`src/sv/websocket_frame_deframer_unit_assert.svh`:
```
// Assertion macros used by the deframer's top-level RTL file.
`ifndef WEBSOCKET_FRAME_DEFRAMER_UNIT_ASSERT_SVH
`define WEBSOCKET_FRAME_DEFRAMER_UNIT_ASSERT_SVH

`ifndef NO_ASSERTIONS
// Same-cycle implication, disabled while reset is high.
`define WFD_ASSERT_IMP(label, clk, rst, ante, cons) \
  label: assert property (@(posedge clk) disable iff (rst) (ante) |-> (cons)) \
    else $error("deframer assertion failed");
// Next-cycle implication, disabled while reset is high.
`define WFD_ASSERT_NEXT(label, clk, rst, ante, cons) \
  label: assert property (@(posedge clk) disable iff (rst) (ante) |=> (cons)) \
    else $error("deframer assertion failed");
`else
`define WFD_ASSERT_IMP(label, clk, rst, ante, cons)
`define WFD_ASSERT_NEXT(label, clk, rst, ante, cons)
`endif

`endif

```
`src/sv/wfd_pkg.sv`:
```
// Shared types and constants of the WebSocket frame deframer.
package wfd_pkg;

  // Default width of the payload length counter.
  localparam int LENGTH_BITS_DEF = 64;

  // Parser phases.
  localparam logic [1:0] PH_HDR0 = 2'd0;
  localparam logic [1:0] PH_HDR1 = 2'd1;
  localparam logic [1:0] PH_EXT  = 2'd2;
  localparam logic [1:0] PH_DATA = 2'd3;

  // Header field masks and length escape codes.
  localparam logic [7:0] FIN_MASK    = 8'h80;
  localparam logic [7:0] OPCODE_MASK = 8'h0F;
  localparam logic [7:0] LEN7_MASK   = 8'h7F;
  localparam logic [6:0] LEN_EXT16   = 7'd126;
  localparam logic [6:0] LEN_EXT64   = 7'd127;

  // Number of extended length bytes for each escape.
  localparam logic [3:0] EXT16_BYTES = 4'd2;
  localparam logic [3:0] EXT64_BYTES = 4'd8;

  // Result queue between parser and output.
  localparam int Q_DEPTH = 2;
  localparam int Q_PTR_W = (Q_DEPTH > 1) ? $clog2(Q_DEPTH) : 1;
  localparam int Q_CNT_W = $clog2(Q_DEPTH + 1);

  // One result item.
  typedef struct packed {
    logic       frame_final;
    logic [3:0] frame_opcode;
    logic [7:0] payload_byte;
    logic       has_data;
    logic       frame_end;
  } wfd_item_t;

endpackage

```
`src/sv/wfd_parser.sv`:
```
// Front end: header parser that turns received bytes into result items.
module wfd_parser
  import wfd_pkg::*;
#(
  parameter int LENGTH_BITS = LENGTH_BITS_DEF
) (
  input  logic       clk,
  input  logic       rst,
  input  logic       in_valid,
  output logic       in_ready,
  input  logic [7:0] in_byte,
  input  logic       queue_full,
  output logic       push,
  output wfd_item_t  item
);

  logic [1:0]             phase, phase_next;
  logic                   final_flag, final_flag_next;
  logic [3:0]             opcode_reg, opcode_reg_next;
  logic [3:0]             ext_left, ext_left_next;
  logic [LENGTH_BITS-1:0] remaining, remaining_next;
  logic                   take;
  logic [6:0]             len7;
  logic [LENGTH_BITS-1:0] shifted;

  // A byte is taken whenever the queue can hold a possible result.
  assign in_ready = !queue_full;
  assign take     = in_valid && in_ready;
  assign len7     = 7'(in_byte & LEN7_MASK);
  assign shifted  = {remaining[LENGTH_BITS-9:0], in_byte};

  // Next-state and result decode for the accepted byte.
  always_comb begin
    phase_next      = phase;
    final_flag_next = final_flag;
    opcode_reg_next = opcode_reg;
    ext_left_next   = ext_left;
    remaining_next  = remaining;
    push            = 1'b0;
    item.frame_final  = final_flag;
    item.frame_opcode = opcode_reg;
    item.payload_byte = 8'd0;
    item.has_data     = 1'b0;
    item.frame_end    = 1'b1;
    unique case (phase)
      PH_HDR0: begin
        final_flag_next = (in_byte & FIN_MASK) != 8'd0;
        opcode_reg_next = 4'(in_byte & OPCODE_MASK);
        phase_next      = PH_HDR1;
      end
      PH_HDR1: begin
        if (len7 == LEN_EXT16 || len7 == LEN_EXT64) begin
          ext_left_next  = (len7 == LEN_EXT16) ? EXT16_BYTES : EXT64_BYTES;
          remaining_next = '0;
          phase_next     = PH_EXT;
        end else begin
          remaining_next = LENGTH_BITS'(len7);
          if (len7 == 7'd0) begin
            // Empty frame: one marker result, then the next header.
            phase_next = PH_HDR0;
            push       = take;
          end else begin
            phase_next = PH_DATA;
          end
        end
      end
      PH_EXT: begin
        remaining_next = shifted;
        ext_left_next  = ext_left - 4'd1;
        if (ext_left == 4'd1) begin
          if (shifted == '0) begin
            phase_next = PH_HDR0;
            push       = take;
          end else begin
            phase_next = PH_DATA;
          end
        end
      end
      PH_DATA: begin
        remaining_next    = remaining - LENGTH_BITS'(1);
        item.payload_byte = in_byte;
        item.has_data     = 1'b1;
        item.frame_end    = (remaining == LENGTH_BITS'(1));
        push              = take;
        if (remaining == LENGTH_BITS'(1)) begin
          phase_next = PH_HDR0;
        end
      end
      default: begin
        phase_next = PH_HDR0;
      end
    endcase
  end

  // Parser state registers.
  always_ff @(posedge clk) begin
    if (rst) begin
      phase      <= PH_HDR0;
      final_flag <= 1'b0;
      opcode_reg <= 4'd0;
      ext_left   <= 4'd0;
      remaining  <= '0;
    end else if (take) begin
      phase      <= phase_next;
      final_flag <= final_flag_next;
      opcode_reg <= opcode_reg_next;
      ext_left   <= ext_left_next;
      remaining  <= remaining_next;
    end
  end

endmodule

```
`src/sv/wfd_queue.sv`:
```
// Back end: short result queue that drives the output stream.
module wfd_queue
  import wfd_pkg::*;
(
  input  logic      clk,
  input  logic      rst,
  input  logic      push,
  input  wfd_item_t push_item,
  output logic      full,
  output logic      out_valid,
  input  logic      out_ready,
  output wfd_item_t out_item
);

  wfd_item_t          entries [Q_DEPTH];
  logic [Q_PTR_W-1:0] wr_ptr;
  logic [Q_PTR_W-1:0] rd_ptr;
  logic [Q_CNT_W-1:0] count;
  logic               pop;

  assign full      = (count == Q_CNT_W'(Q_DEPTH));
  assign out_valid = (count != '0);
  assign pop       = out_valid && out_ready;
  assign out_item  = entries[rd_ptr];

  // Storage write side.
  always_ff @(posedge clk) begin
    if (push) begin
      entries[wr_ptr] <= push_item;
    end
  end

  // Pointers and fill count.
  always_ff @(posedge clk) begin
    if (rst) begin
      wr_ptr <= '0;
      rd_ptr <= '0;
      count  <= '0;
    end else begin
      if (push) begin
        wr_ptr <= (wr_ptr == Q_PTR_W'(Q_DEPTH - 1)) ? '0 : wr_ptr + Q_PTR_W'(1);
      end
      if (pop) begin
        rd_ptr <= (rd_ptr == Q_PTR_W'(Q_DEPTH - 1)) ? '0 : rd_ptr + Q_PTR_W'(1);
      end
      if (push && !pop) begin
        count <= count + Q_CNT_W'(1);
      end else if (pop && !push) begin
        count <= count - Q_CNT_W'(1);
      end
    end
  end

endmodule

```
`src/sv/websocket_frame_deframer_unit.sv`:
```
// WebSocket frame deframer: takes one received byte per cycle while the
// result queue is not full; header and extended length bytes give no output,
// payload bytes and empty-frame markers each give one transfer on the output
// stream once their registered result reaches the queue head. A two-entry
// result queue separates the header parser from the output, so the input
// keeps running while one result waits and stalls only once two are queued.
// Mask and reserved bits are passed over; masked payload is passed as received.
`include "websocket_frame_deframer_unit_assert.svh"

module websocket_frame_deframer_unit
  import wfd_pkg::*;
#(
  parameter int LENGTH_BITS = LENGTH_BITS_DEF
) (
  input  logic       clk,
  input  logic       rst,
  input  logic       s_axis_tvalid,
  output logic       s_axis_tready,
  input  logic [7:0] s_axis_tdata,   // [7:0] rx_byte
  output logic       m_axis_tvalid,
  input  logic       m_axis_tready,
  output logic [7:0] m_axis_tdata,   // [7:0] payload_byte
  output logic       m_axis_tlast,   // frame_end
  output logic [5:0] m_axis_tuser    // [0] frame_final, [4:1] frame_opcode, [5] has_data
);

  logic      push;
  logic      q_full;
  wfd_item_t parse_item;
  wfd_item_t head_item;

  // Front end: header parsing.
  wfd_parser #(
    .LENGTH_BITS(LENGTH_BITS)
  ) u_parser (
    .clk       (clk),
    .rst       (rst),
    .in_valid  (s_axis_tvalid),
    .in_ready  (s_axis_tready),
    .in_byte   (s_axis_tdata),
    .queue_full(q_full),
    .push      (push),
    .item      (parse_item)
  );

  // Back end: result queue and output stream.
  wfd_queue u_queue (
    .clk      (clk),
    .rst      (rst),
    .push     (push),
    .push_item(parse_item),
    .full     (q_full),
    .out_valid(m_axis_tvalid),
    .out_ready(m_axis_tready),
    .out_item (head_item)
  );

  // Output field packing.
  assign m_axis_tdata = head_item.payload_byte;
  assign m_axis_tlast = head_item.frame_end;
  assign m_axis_tuser = {head_item.has_data, head_item.frame_opcode, head_item.frame_final};

  // The parser never writes into a full queue.
  `WFD_ASSERT_IMP(a_no_overflow, clk, rst, push, !q_full)
  // An empty-frame marker carries a zero byte and closes its frame.
  `WFD_ASSERT_IMP(a_marker_form, clk, rst, m_axis_tvalid && !m_axis_tuser[5],
                  m_axis_tlast && (m_axis_tdata == 8'd0))
  // A result pushed into an empty queue shows up on the output next cycle.
  `WFD_ASSERT_NEXT(a_push_visible, clk, rst, push && !m_axis_tvalid, m_axis_tvalid)

endmodule
```
`config.mk`:
```
export PLATFORM = sky130hd
export DESIGN_NAME = websocket_frame_deframer_unit
export DESIGN_NICKNAME = d
export VERILOG_FILES = /design/src/sv/wfd_pkg.sv /design/src/sv/wfd_parser.sv /design/src/sv/wfd_queue.sv /design/src/sv/websocket_frame_deframer_unit.sv
export VERILOG_INCLUDE_DIRS = /design/src /design/src/sv
export SDC_FILE = /design/constraint.sdc
export NUM_CORES = 1
export LEC_CHECK = 0
export ABC_CLOCK_PERIOD_IN_PS = 3300
export BUFFER_PORTS_ARGS = -buffer_cell sky130_fd_sc_hd__buf_2
export CORE_UTILIZATION = 45
export DETAILED_ROUTE_END_ITERATION = 16
export GPL_TIMING_DRIVEN = 0
export SLEW_MARGIN = 30
export SYNTH_ARGS = -nofsm -noshare
export SYNTH_HDL_FRONTEND = slang
export SYNTH_SLANG_ARGS = --single-unit
```
`constraint.sdc`:
```
create_clock -name clk -period 3.3 [get_ports clk]
set_input_delay 0.33 -clock clk [delete_from_list [all_inputs] [get_ports clk]]
set_output_delay 0.33 -clock clk [all_outputs]
set_load 0.01 [all_outputs]
```
==> results.ini, run 1 <==
[status]
outcome = completed

[clock_tree]
clkTransAtPathRegs_ps = 80
cts_root_buf = clkbuf_16
cts.sinks = 110
htreeDepth = 3
clk_latency_ps = 370
clk_path_buf_depth = 2
cts_made_buffers = 9
cts_tree = yes

[power_and_ir_drop]
p_per_area_mw_per_mm2 = 896
p_int_uw = 3160
leakage_uw = 0.00270
switching_share_pct = 49.9
vdd_drop_max_uv = 325
p_comb_share_pct = 56.5
switching_power_uw = 3150
p_clk_share_pct = 16.8
total_power_uw = 6310
sequentialPowerShare_pct = 26.7

[timing]
rsz0062_at_grt = no
fin_skew_ps = 10.7
finalHoldViolCount = 0
finalSetupViolCount = 0
slew_violations = 0
timing.hold.ws_ps = 298
period_needed_ps = 3170
max_slew_margin_pct = 41.4
fmax_mhz = 315
worst_pin_slew_ps = 879
post-route-period-util_pct = 96.1

[routing]
drt_first_pass_iters = 5
ant_nets = 0
routedWlPerCell_um = 23.3
drc = 0
drt_iter0_markers = 678
drt-total-wl_mm = 22.7
vias = 6378
vias_per_cell = 6.55

[synth]
synth_area_per_cell_um2 = 8.50
synthesis.instances = 748
yosysTopAreaCellShare_pct = 25.2
synth_area_leaders = dfxtp_1 25%, edfxtp_1 14%, nand2_1 4.8%
yosysUniqueCellTypes = 74
yosysMostFrequentCell = nand2_1
synth_area_mm2 = 0.00636
synth_ff_type = dfxtp_1
synthTopCellsByCount = 81 x nand2_1, 80 x dfxtp_1, 70 x nor2_1
synth_top_area_cell = dfxtp_1
synth_nets = 766
yosysSeqAreaShare_pct = 39.3
ys_ff_latch = 110
synth-edff-count = 30
synthArstFlopShare_pct = 0
ys_warn_count = 0

[die]
die_w_um = 121
initial_utilization_pct = 46.0
die-area_mm2 = 0.0146
fp-row-count = 43
placeableCoreArea_mm2 = 0.0138
die_h_um = 121
io_pins = 29

[grt]
grt_overflow = 0
antenna_found_initial = 0
grt_first_pass_wirelength_mm = 34.5
grt_usage_pct = 31.8
grt_pass1_vias = 5975
grt_start_max_net_pins = 19

[place]
io_buffers = 27
dp_cells = 955
globalplace.congestion = 0.995
hpwl_mm = 16.3
place_area_mm2 = 0.00673

[setup_path]
cp.required_ps = 3580
worstSetupPathType = reg -> reg
critPathCaptureType = register
cp_max_fo = 9
r2r_cells = 9
r2r_slack_ps = 130
timing.rr.end = u_queue.count[1]$_SDFFE_PP0P_
crit_arrival_ps = 3450
crit_start = u_parser.remaining[30]$_SDFFE_PP0P_
crit_end = u_queue.count[1]$_SDFFE_PP0P_
r2r_start = u_parser.remaining[30]$_SDFFE_PP0P_
cp-start-kind = register

[run]
maxCapViolCount = 0

[hold_path]
worstHoldPathType = in -> reg

[final_layout]
antenna_cells = 0
final_util_pct = 50.9
final_area_mm2 = 0.00704
fin_nets = 806
largest_register_ffs = 64
top_regs = u_parser.remaining: 64 flops, u_queue.entries: 30 flops
area_growth_syn_to_layout_pct = 10.7
regMostFlops = u_parser.remaining
instances_no_fill = 973
layout-drive-gt1-share_pct = 11.7

==> through the flow <==
stage | setup slack (ps) | setup TNS [ps]
after floorplan | 538 | 0
after global routing | 18.4 | 0
after CTS | -95.7 | -2350
after detailed placement | -80.9 | -1930
final | 130 | 0
after global placement | -488 | -13340
==> power by group through the flow <==
stage | clock (uW) | sequential (uW) | combinational (uW)
after global placement | 0 | 1710 | 3390
after global routing | 1110 | 1700 | 3790
after floorplan | 0 | 1660 | 2360
final | 1060 | 1690 | 3560
after CTS | 1060 | 1680 | 3410
after detailed placement | 0 | 1710 | 3390
==> cell families (layout without fill, tap and decap cells) <==
family	after synthesis	after routing	share of synthesized area [%]
flops	110	110	39.3
simple gates	344	344	30.1
buf+inv	64	109	3.88
mux	24	24	4.07
fa+ha+maj	6	6	1.18
compound gates	183	183	19.1
xor+xnor	17	17	2.34
==> timing repair <==
item / in CTS / in global routing
gates cloned: 0 / 0
resized for setup: 0 / 4
pin swaps: 0 / 1
endpoints found under the setup margin: 30 / 32
setup buffers: 0 / 2
endpoints found under the hold margin: 0 / 0
hold buffers: 0 / 0
==> worst min-delay path by stage <==
stage                                             start  slack, ps  depth (start not counted)                                   to
floorplan           u_parser.opcode_reg[0]$_SDFFE_PP0P_        430                          0     u_queue.entries[0][10]$_DFFE_PP_
global placement    u_parser.opcode_reg[3]$_SDFFE_PP0P_        430                          0     u_queue.entries[0][13]$_DFFE_PP_
detailed placement  u_parser.opcode_reg[1]$_SDFFE_PP0P_        440                          0     u_queue.entries[1][11]$_DFFE_PP_
CTS                                     s_axis_tdata[0]        290                          3  u_parser.opcode_reg[0]$_SDFFE_PP0P_
global route                            s_axis_tdata[3]        310                          3  u_parser.opcode_reg[3]$_SDFFE_PP0P_
finish                                  s_axis_tdata[3]        300                          3  u_parser.opcode_reg[3]$_SDFFE_PP0P_
==> cells in the final DEF, fill, tap and decap left out, types with 4 or more instances in the layout <==
cell,n
mux2i_1,9
nor4_2,4
edfxtp_1,30
nor2_1,69
nor4_4,5
a211oi_1,8
nand4b_1,6
clkbuf_1,42
nand2b_1,5
xor2_1,12
or3_1,6
nand3_1,37
nand3b_1,4
clkbuf_16,9
mux2_2,15
xnor2_1,5
buf_2,32
or4_1,8
and3_1,22
nand2_1,81
a22oi_1,10
o22ai_1,12
a32oi_1,5
ha_1,6
nor3_1,29
nor4_1,17
inv_1,13
o211ai_1,7
o21ai_0,29
a21oi_1,49
nand4_1,15
a32o_1,4
a31oi_1,14
a22o_1,11
dfxtp_1,80
nor2b_1,10
==> cell type report <==
type / instances / area [um^2]
Fill cell: 1332 / 6790
Multi-Input combinational cell: 574 / 3640
Sequential cell: 110 / 2500
Clock buffer: 9 / 225
Tap cell: 180 / 225
Buffer: 50 / 194
Timing Repair Buffer: 29 / 150
Inverter: 14 / 52.6
Clock inverter: 7 / 47.5
==> worst max-delay path, cell delays in order, from the launching register on <==
cell and delay [ps]:
dfxtp_1 310, clkbuf_1 200, nor4_1 480, nand4_1 320, nor4_4 490, a31oi_1 370, inv_1 140, ha_1 270
or3_1 370, a21oi_1 140
==> per-layer routing <==
layer | global-route usage, % | vias to the layer above | part of all wire (%)
met4 | 15.7 | 0 | 3.8
met2 | 49.4 | 389 | 45
met1 | 42.2 | 3009 | 41
met3 | 5.97 | 62 | 10
li1 | - | 2918 | -
met5 | 0 | - | 0
(Power assumes the default switching activity.)
==> inputs of run 2 (changes only) <==
--- a/config.mk
+++ b/config.mk
@@ -11,6 +11,7 @@
 export CORE_UTILIZATION = 45
 export DETAILED_ROUTE_END_ITERATION = 16
 export GPL_TIMING_DRIVEN = 0
+export REMOVE_ABC_BUFFERS = 1
 export SLEW_MARGIN = 30
 export SYNTH_ARGS = -nofsm -noshare
 export SYNTH_HDL_FRONTEND = slang
==> run 2 against run 1 <==
- cell area down 0.96%
- critical endpoint is now u_parser.remaining[45]$_SDFFE_PP0P_
- critical path type unchanged
- die area is the same
- power decreased by 3.2%
- worst hold slack got worse by 26 ps
- register-to-register slack better by 30 ps
- count of clock-buffer cells in the layout grew 2
- sequential share of layout area up 0.42 points
- non-clock buffer count shrank 48
- first-iteration DRC count increased by 6.5%
==> results.ini, run 2 (synthesized netlist as in run 1, its figures left out) <==
[timing]
fmax_mhz = 319  ; +0.99%
period_needed_ps = 3140  ; -31.1 ps
post-route-period-util_pct = 95.1  ; -0.94 points
finalHoldViolCount = 0  ; unchanged
max_slew_margin_pct = 49.3  ; +7.9 points
finalSetupViolCount = 0  ; unchanged
rsz0062_at_grt = no
fin_skew_ps = 10.3  ; -0.428 ps
slew_violations = 0  ; unchanged
worst_pin_slew_ps = 760  ; -119 ps

[hold_path]
worstHoldPathType = in -> reg
hold_path_end = u_parser.final_flag$_SDFFE_PP0P_
min-delay-start = s_axis_tdata[7]
min_path_cells = 3  ; unchanged

[run]
maxCapViolCount = 0  ; unchanged

[final_layout]
register_area_mm2 = 0.00251  ; +0.20%
instances_no_fill = 925  ; -4.9%
fin_nets = 758  ; -6.0%
largest_register_ffs = 64  ; unchanged
multi_input_area_mm2 = 0.00370  ; +1.6%
antenna_cells = 0  ; unchanged
final_area_mm2 = 0.00697  ; -0.96%
mostFrequentLayoutCells = 79 x nand2_1, 78 x dfxtp_1, 68 x nor2_1
fill_cells = 1319  ; -0.98%
layout-drive-gt1-share_pct = 13.7  ; +2.0 points
regMostFlops = u_parser.remaining
final_common_cell = nand2_1
top_regs = u_parser.remaining: 64 flops, u_queue.entries: 30 flops
area_growth_syn_to_layout_pct = 9.60

[die]
placeableCoreArea_mm2 = 0.0138  ; unchanged
die_h_um = 121  ; unchanged
fp-row-count = 43  ; unchanged
initial_utilization_pct = 46.0  ; unchanged
die-area_mm2 = 0.0146  ; unchanged
die_w_um = 121  ; unchanged
io_pins = 29  ; unchanged

[power_and_ir_drop]
p_per_area_mw_per_mm2 = 876  ; -2.3%
p_clk_share_pct = 18.0  ; +1.2 points
sequentialPowerShare_pct = 29.9  ; +3.2 points
switching_power_uw = 2930  ; -7.0%
vdd_drop_max_uv = 439  ; +35%
switching_share_pct = 47.9  ; -2.0 points
p_comb_share_pct = 52.1  ; -4.4 points
total_power_uw = 6100  ; -3.2%
leakage_uw = 0.00266  ; -1.6%
p_int_uw = 3180  ; +0.56%

[status]
outcome = completed

[routing]
wl_met2_mm = 8.85  ; -13%
wl_met3_mm = 1.31  ; -42%
vias = 6016  ; -5.7%
drc = 0  ; unchanged
drt_first_pass_iters = 6  ; +1
m1WireLength_mm = 8.41  ; -10%
ant_nets = 0  ; unchanged
drt-total-wl_mm = 19.0  ; -16%
routedWlPerCell_um = 20.5  ; -12%
dr.max_layer_used = met4
drt_iter0_markers = 722  ; +6.5%
vias_per_cell = 6.50  ; -0.78%

[clock_tree]
cts.sinks = 110  ; unchanged
post_cts_hold_buffer_count = 0  ; unchanged
htreeDepth = 3  ; unchanged
clk_path_buf_depth = 2  ; unchanged
cts_tree = yes
clkTransAtPathRegs_ps = 70  ; about the same
cts_root_buf = clkbuf_16
clk_latency_ps = 360  ; about the same
cts_made_buffers = 9  ; unchanged

[setup_path]
cp.required_ps = 3580  ; about the same
r2r_start = u_parser.phase[1]$_SDFFE_PP0P_
cp-start-kind = register
timing.rr.end = u_parser.remaining[45]$_SDFFE_PP0P_
worstSetupPathType = reg -> reg
r2r_cells = 6  ; -3
crit_arrival_ps = 3420  ; -30 ps
r2r_slack_ps = 160  ; +30 ps
cp_max_fo = 34  ; +25
critPathCaptureType = register

[place]
hpwl_mm = 12.6  ; -22%
dp_cells = 909  ; -4.8%
globalplace.congestion = 0.863  ; -13%
place_area_mm2 = 0.00663  ; -1.4%
io_buffers = 28  ; +3.7%

[grt]
antenna_found_initial = 0  ; unchanged
grt_first_pass_wirelength_mm = 30.2  ; -13%
grt_usage_pct = 26.7  ; -5.1 points
grt_start_max_net_pins = 65  ; +46
grt_overflow = 0  ; unchanged
grt_pass1_vias = 5569  ; -6.8%

## run 2: changes by cell type in the layout (fill, tap and decap cells not counted), sizes merged
cell      delta
buf          -6
clkbuf      -40
clkinv       -2
clkinvlp     +1
inv          -1
## run 2: power by group through the flow
stage                     Clock [uW]  Combinational (uW)  Sequential, uW
after floorplan                    0                2180            1740
after global placement             0                2980            1830
after detailed placement           0                3070            1840
after CTS                       1110                3090            1820
after global routing            1160                3460            1850
final                           1100                3180            1830
## run 2: worst max path at each step
stage / startpoint / endpoint / slack (ps) / cells after the start
6_report: u_parser.phase[1]$_SDFFE_PP0P_ / u_parser.remaining[45]$_SDFFE_PP0P_ / 160 / 6
3_5_place_dp: u_parser.phase[0]$_SDFFE_PP0P_ / u_parser.remaining[36]$_SDFFE_PP0P_ / -740 / 6
3_3_place_gp: u_parser.phase[0]$_SDFFE_PP0P_ / u_parser.remaining[57]$_SDFFE_PP0P_ / -1530 / 6
4_1_cts: u_parser.remaining[46]$_SDFFE_PP0P_ / u_queue.entries[0][14]$_DFFE_PP_ / 50 / 5
2_1_floorplan: u_parser.phase[0]$_SDFFE_PP0P_ / u_queue.entries[1][0]$_DFFE_PP_ / -2 / 5
5_1_grt: u_parser.phase[1]$_SDFFE_PP0P_ / u_parser.remaining[36]$_SDFFE_PP0P_ / 3 / 6
## run 2: final cells by class
cell class                 instances  share of cell area (%)
multi-input combinational        574                    53.1
sequential                       110                    36.0
clock buffer                      11                    3.63
tap                              180                    3.23
timing repair buffer              31                    2.76
inverter                          14                   0.754
clock inverter                     5                   0.592
## run 2: stage by stage
step           worst slack, ps  util [%]  TNS, ps  hold slack (ps)
2_1_floorplan            -2.24         -    -33.6              399
3_3_place_gp             -1530      47.2   -95930              435
3_5_place_dp              -736      48.0   -12240              449
4_1_cts                   45.7      50.2        0              267
5_1_grt                   3.14      50.4        0              302
6_report                   161      50.4        0              272
## run 2: metal layers
layer  GRT usage [%]  up-vias
met5               0        -
met4            9.88        0
met3            3.24       35
met2            44.3      261
met1            35.5     2907
li1                -     2813
## run 2: critical path, cell delays in order, from the launching register on
cell and delay (ps):
dfxtp_2 780, nand2_2 480, inv_1 660, nand2b_1 350, nor2_1 460, nand3_1 130
o211ai_1 200
## run 2: timing repair
item / in CTS / in global routing
setup endpoints to repair: 46 / 26
resized for setup: 5 / 4
buffers inserted: 0 / 0
==> inputs of run 3 (changes only) <==
--- a/config.mk
+++ b/config.mk
@@ -8,11 +8,11 @@
 export LEC_CHECK = 0
 export ABC_CLOCK_PERIOD_IN_PS = 3300
 export BUFFER_PORTS_ARGS = -buffer_cell sky130_fd_sc_hd__buf_2
+export CORE_MARGIN = 2
 export CORE_UTILIZATION = 45
 export DETAILED_ROUTE_END_ITERATION = 16
 export GPL_TIMING_DRIVEN = 0
 export REMOVE_ABC_BUFFERS = 1
-export SLEW_MARGIN = 30
 export SYNTH_ARGS = -nofsm -noshare
 export SYNTH_HDL_FRONTEND = slang
 export SYNTH_SLANG_ARGS = --single-unit
==> run 3 against run 2 <==
- cell area down 0.25%
- maximum frequency grew 0.84%
- largest cell class unchanged
- worst hold slack better by 2.1 ps
- critical path type unchanged
- register-to-register slack improved by 30 ps
- cell count unchanged
- first-iteration DRC count is 5.0% lower
==> results.ini, run 3 (synthesized netlist as in run 1, its figures left out) <==
[place]
io_buffers = 28  ; unchanged
globalplace.congestion = 0.878  ; +1.7%
hpwl_mm = 12.6  ; about the same
dp_cells = 909  ; unchanged
place_area_mm2 = 0.00661  ; -0.28%

[clock_tree]
clk_latency_ps = 360  ; about the same
cts_tree = yes
htreeDepth = 3  ; unchanged
post-cts-setup-buffers = 0  ; unchanged
cts.sinks = 110  ; unchanged
clk_path_buf_depth = 2  ; unchanged
cts_root_buf = clkbuf_16
cts_made_buffers = 9  ; unchanged
ctsResizeCount = 10  ; +5
clkTransAtPathRegs_ps = 70  ; about the same
post_cts_hold_buffer_count = 0  ; unchanged

[final_layout]
instances_no_fill = 925  ; unchanged
top_regs = u_parser.remaining: 64 flops, u_queue.entries: 30 flops
area_growth_syn_to_layout_pct = 9.33
mostFrequentLayoutCells = 79 x nand2_1, 78 x dfxtp_1, 68 x nor2_1
final_common_cell = nand2_1
layout-drive-gt1-share_pct = 13.6  ; -0.13 points
regMostFlops = u_parser.remaining
final_area_mm2 = 0.00695  ; -0.25%
fin_nets = 758  ; unchanged
largest_register_ffs = 64  ; unchanged
antenna_cells = 0  ; unchanged

[timing]
slew_violations = 0  ; unchanged
post-route-period-util_pct = 94.3  ; -0.79 points
fin_skew_ps = 6.38  ; -3.89 ps
timing.hold.ws_ps = 274  ; +2.05 ps
period_needed_ps = 3110  ; -26.1 ps
finalSetupViolCount = 0  ; unchanged
finalHoldViolCount = 0  ; unchanged
rsz0062_at_grt = no
worst_pin_slew_ps = 1300  ; +543 ps
max_slew_margin_pct = 13.1  ; -36 points
finalSetupTns_ps = 0  ; unchanged
fmax_mhz = 321  ; +0.84%

[grt]
grt_pass1_vias = 5568  ; -0.018%
grt_first_pass_wirelength_mm = 30.1  ; -0.36%
grt_start_max_net_pins = 65  ; unchanged
antenna_found_initial = 0  ; unchanged
grt_usage_pct = 25.8  ; -0.85 points
grt_overflow = 0  ; unchanged

[setup_path]
max_stage_delay_ps = 590  ; -190 ps
crit_start = u_parser.remaining[40]$_SDFFE_PP0P_
crit_arrival_ps = 3390  ; -30 ps
r2r_start = u_parser.remaining[40]$_SDFFE_PP0P_
timing.rr.end = u_queue.count[1]$_SDFFE_PP0P_
critPathCaptureType = register
cp_cell_sequence = nor3_1 -> nand4_1 -> nor4_2 -> a31oi_2 -> inv_1 -> ha_1 -> or3_1 -> a21oi_1
r2r_cells = 8  ; +2
cp-start-kind = register
r2r_slack_ps = 190  ; +30 ps
cp_max_fo = 6  ; -82%
crit_path_top_delay_cell = nor4_2
cp.required_ps = 3570  ; about the same
worstSetupPathType = reg -> reg

[routing]
vias = 5997  ; -0.32%
drt_first_pass_iters = 5  ; -1
drt-total-wl_mm = 19.2  ; +0.87%
routedWlPerCell_um = 20.7  ; +0.87%
ant_nets = 0  ; unchanged
vias_per_cell = 6.48  ; -0.32%
drt_iter0_markers = 686  ; -5.0%
drc = 0  ; unchanged

[run]
maxCapViolCount = 0  ; unchanged

[die]
die_w_um = 123  ; +1.7%
initial_utilization_pct = 46.0  ; unchanged
fp-row-count = 43  ; unchanged
io_pins = 29  ; unchanged
die_h_um = 123  ; +1.7%
die-area_mm2 = 0.0151  ; +3.3%
placeableCoreArea_mm2 = 0.0138  ; unchanged

[power_and_ir_drop]
total_power_uw = 6100  ; -0.11%
leakage_uw = 0.00264  ; -0.70%
p_per_area_mw_per_mm2 = 877  ; +0.14%
vdd_drop_max_uv = 387  ; -12%

[hold_path]
hold_path_end = u_parser.final_flag$_SDFFE_PP0P_
min-delay-start = s_axis_tdata[7]
worstHoldPathType = in -> reg
min_path_cells = 3  ; unchanged

[status]
outcome = completed

## run 3: critical path, delay by kind of cell, from the launching register on
kind,cells,cell delay [ps]
buffers and inverters,1,110
AND/OR/NAND/NOR,4,1840
AO/OA/AOI/OAI,2,440
adder cells (fa/ha/maj),1,260
flip-flops,1,370
## run 3: worst max path at each step
stage | to | slack, ps
global placement | u_parser.remaining[57]$_SDFFE_PP0P_ | -1540
floorplan | u_queue.entries[1][0]$_DFFE_PP_ | -2
detailed placement | u_queue.entries[1][11]$_DFFE_PP_ | -1390
finish | u_queue.count[1]$_SDFFE_PP0P_ | 190
CTS | u_queue.count[1]$_SDFFE_PP0P_ | 10
global route | u_queue.count[1]$_SDFFE_PP0P_ | 9
## run 3: final cells by class
| type | count | area, um^2 |
|---|---|---|
| clock buffer | 12 | 236 |
| clock inverter | 4 | 55.1 |
| fill | 1306 | 6870 |
| inverter | 14 | 56.3 |
| multi-input combinational | 574 | 3670 |
| sequential | 110 | 2510 |
| tap | 180 | 225 |
| timing repair buffer | 31 | 203 |
## run 3: per-stage QoR
stage | utilization (%) | setup WS (ps)
after floorplan | - | -2.24
after global routing | 50.3 | 8.69
after global placement | 47.2 | -1540
after CTS | 50.2 | 11.6
after detailed placement | 47.8 | -1390
final | 50.3 | 187
## run 3: per-layer routing
layer  vias up  routed length [um]  track usage (%)
met4         0                 428             9.48
li1       2806                   -                -
met1      2916                8270             34.0
met3        36                1290             3.95
met2       239                9180             42.8
met5         -                   0                0
## run 3: report_power, final
part | switching (uW) | internal, uW
Sequential | 297 | 1530
Combinational | 2070 | 1080
Clock | 523 | 597
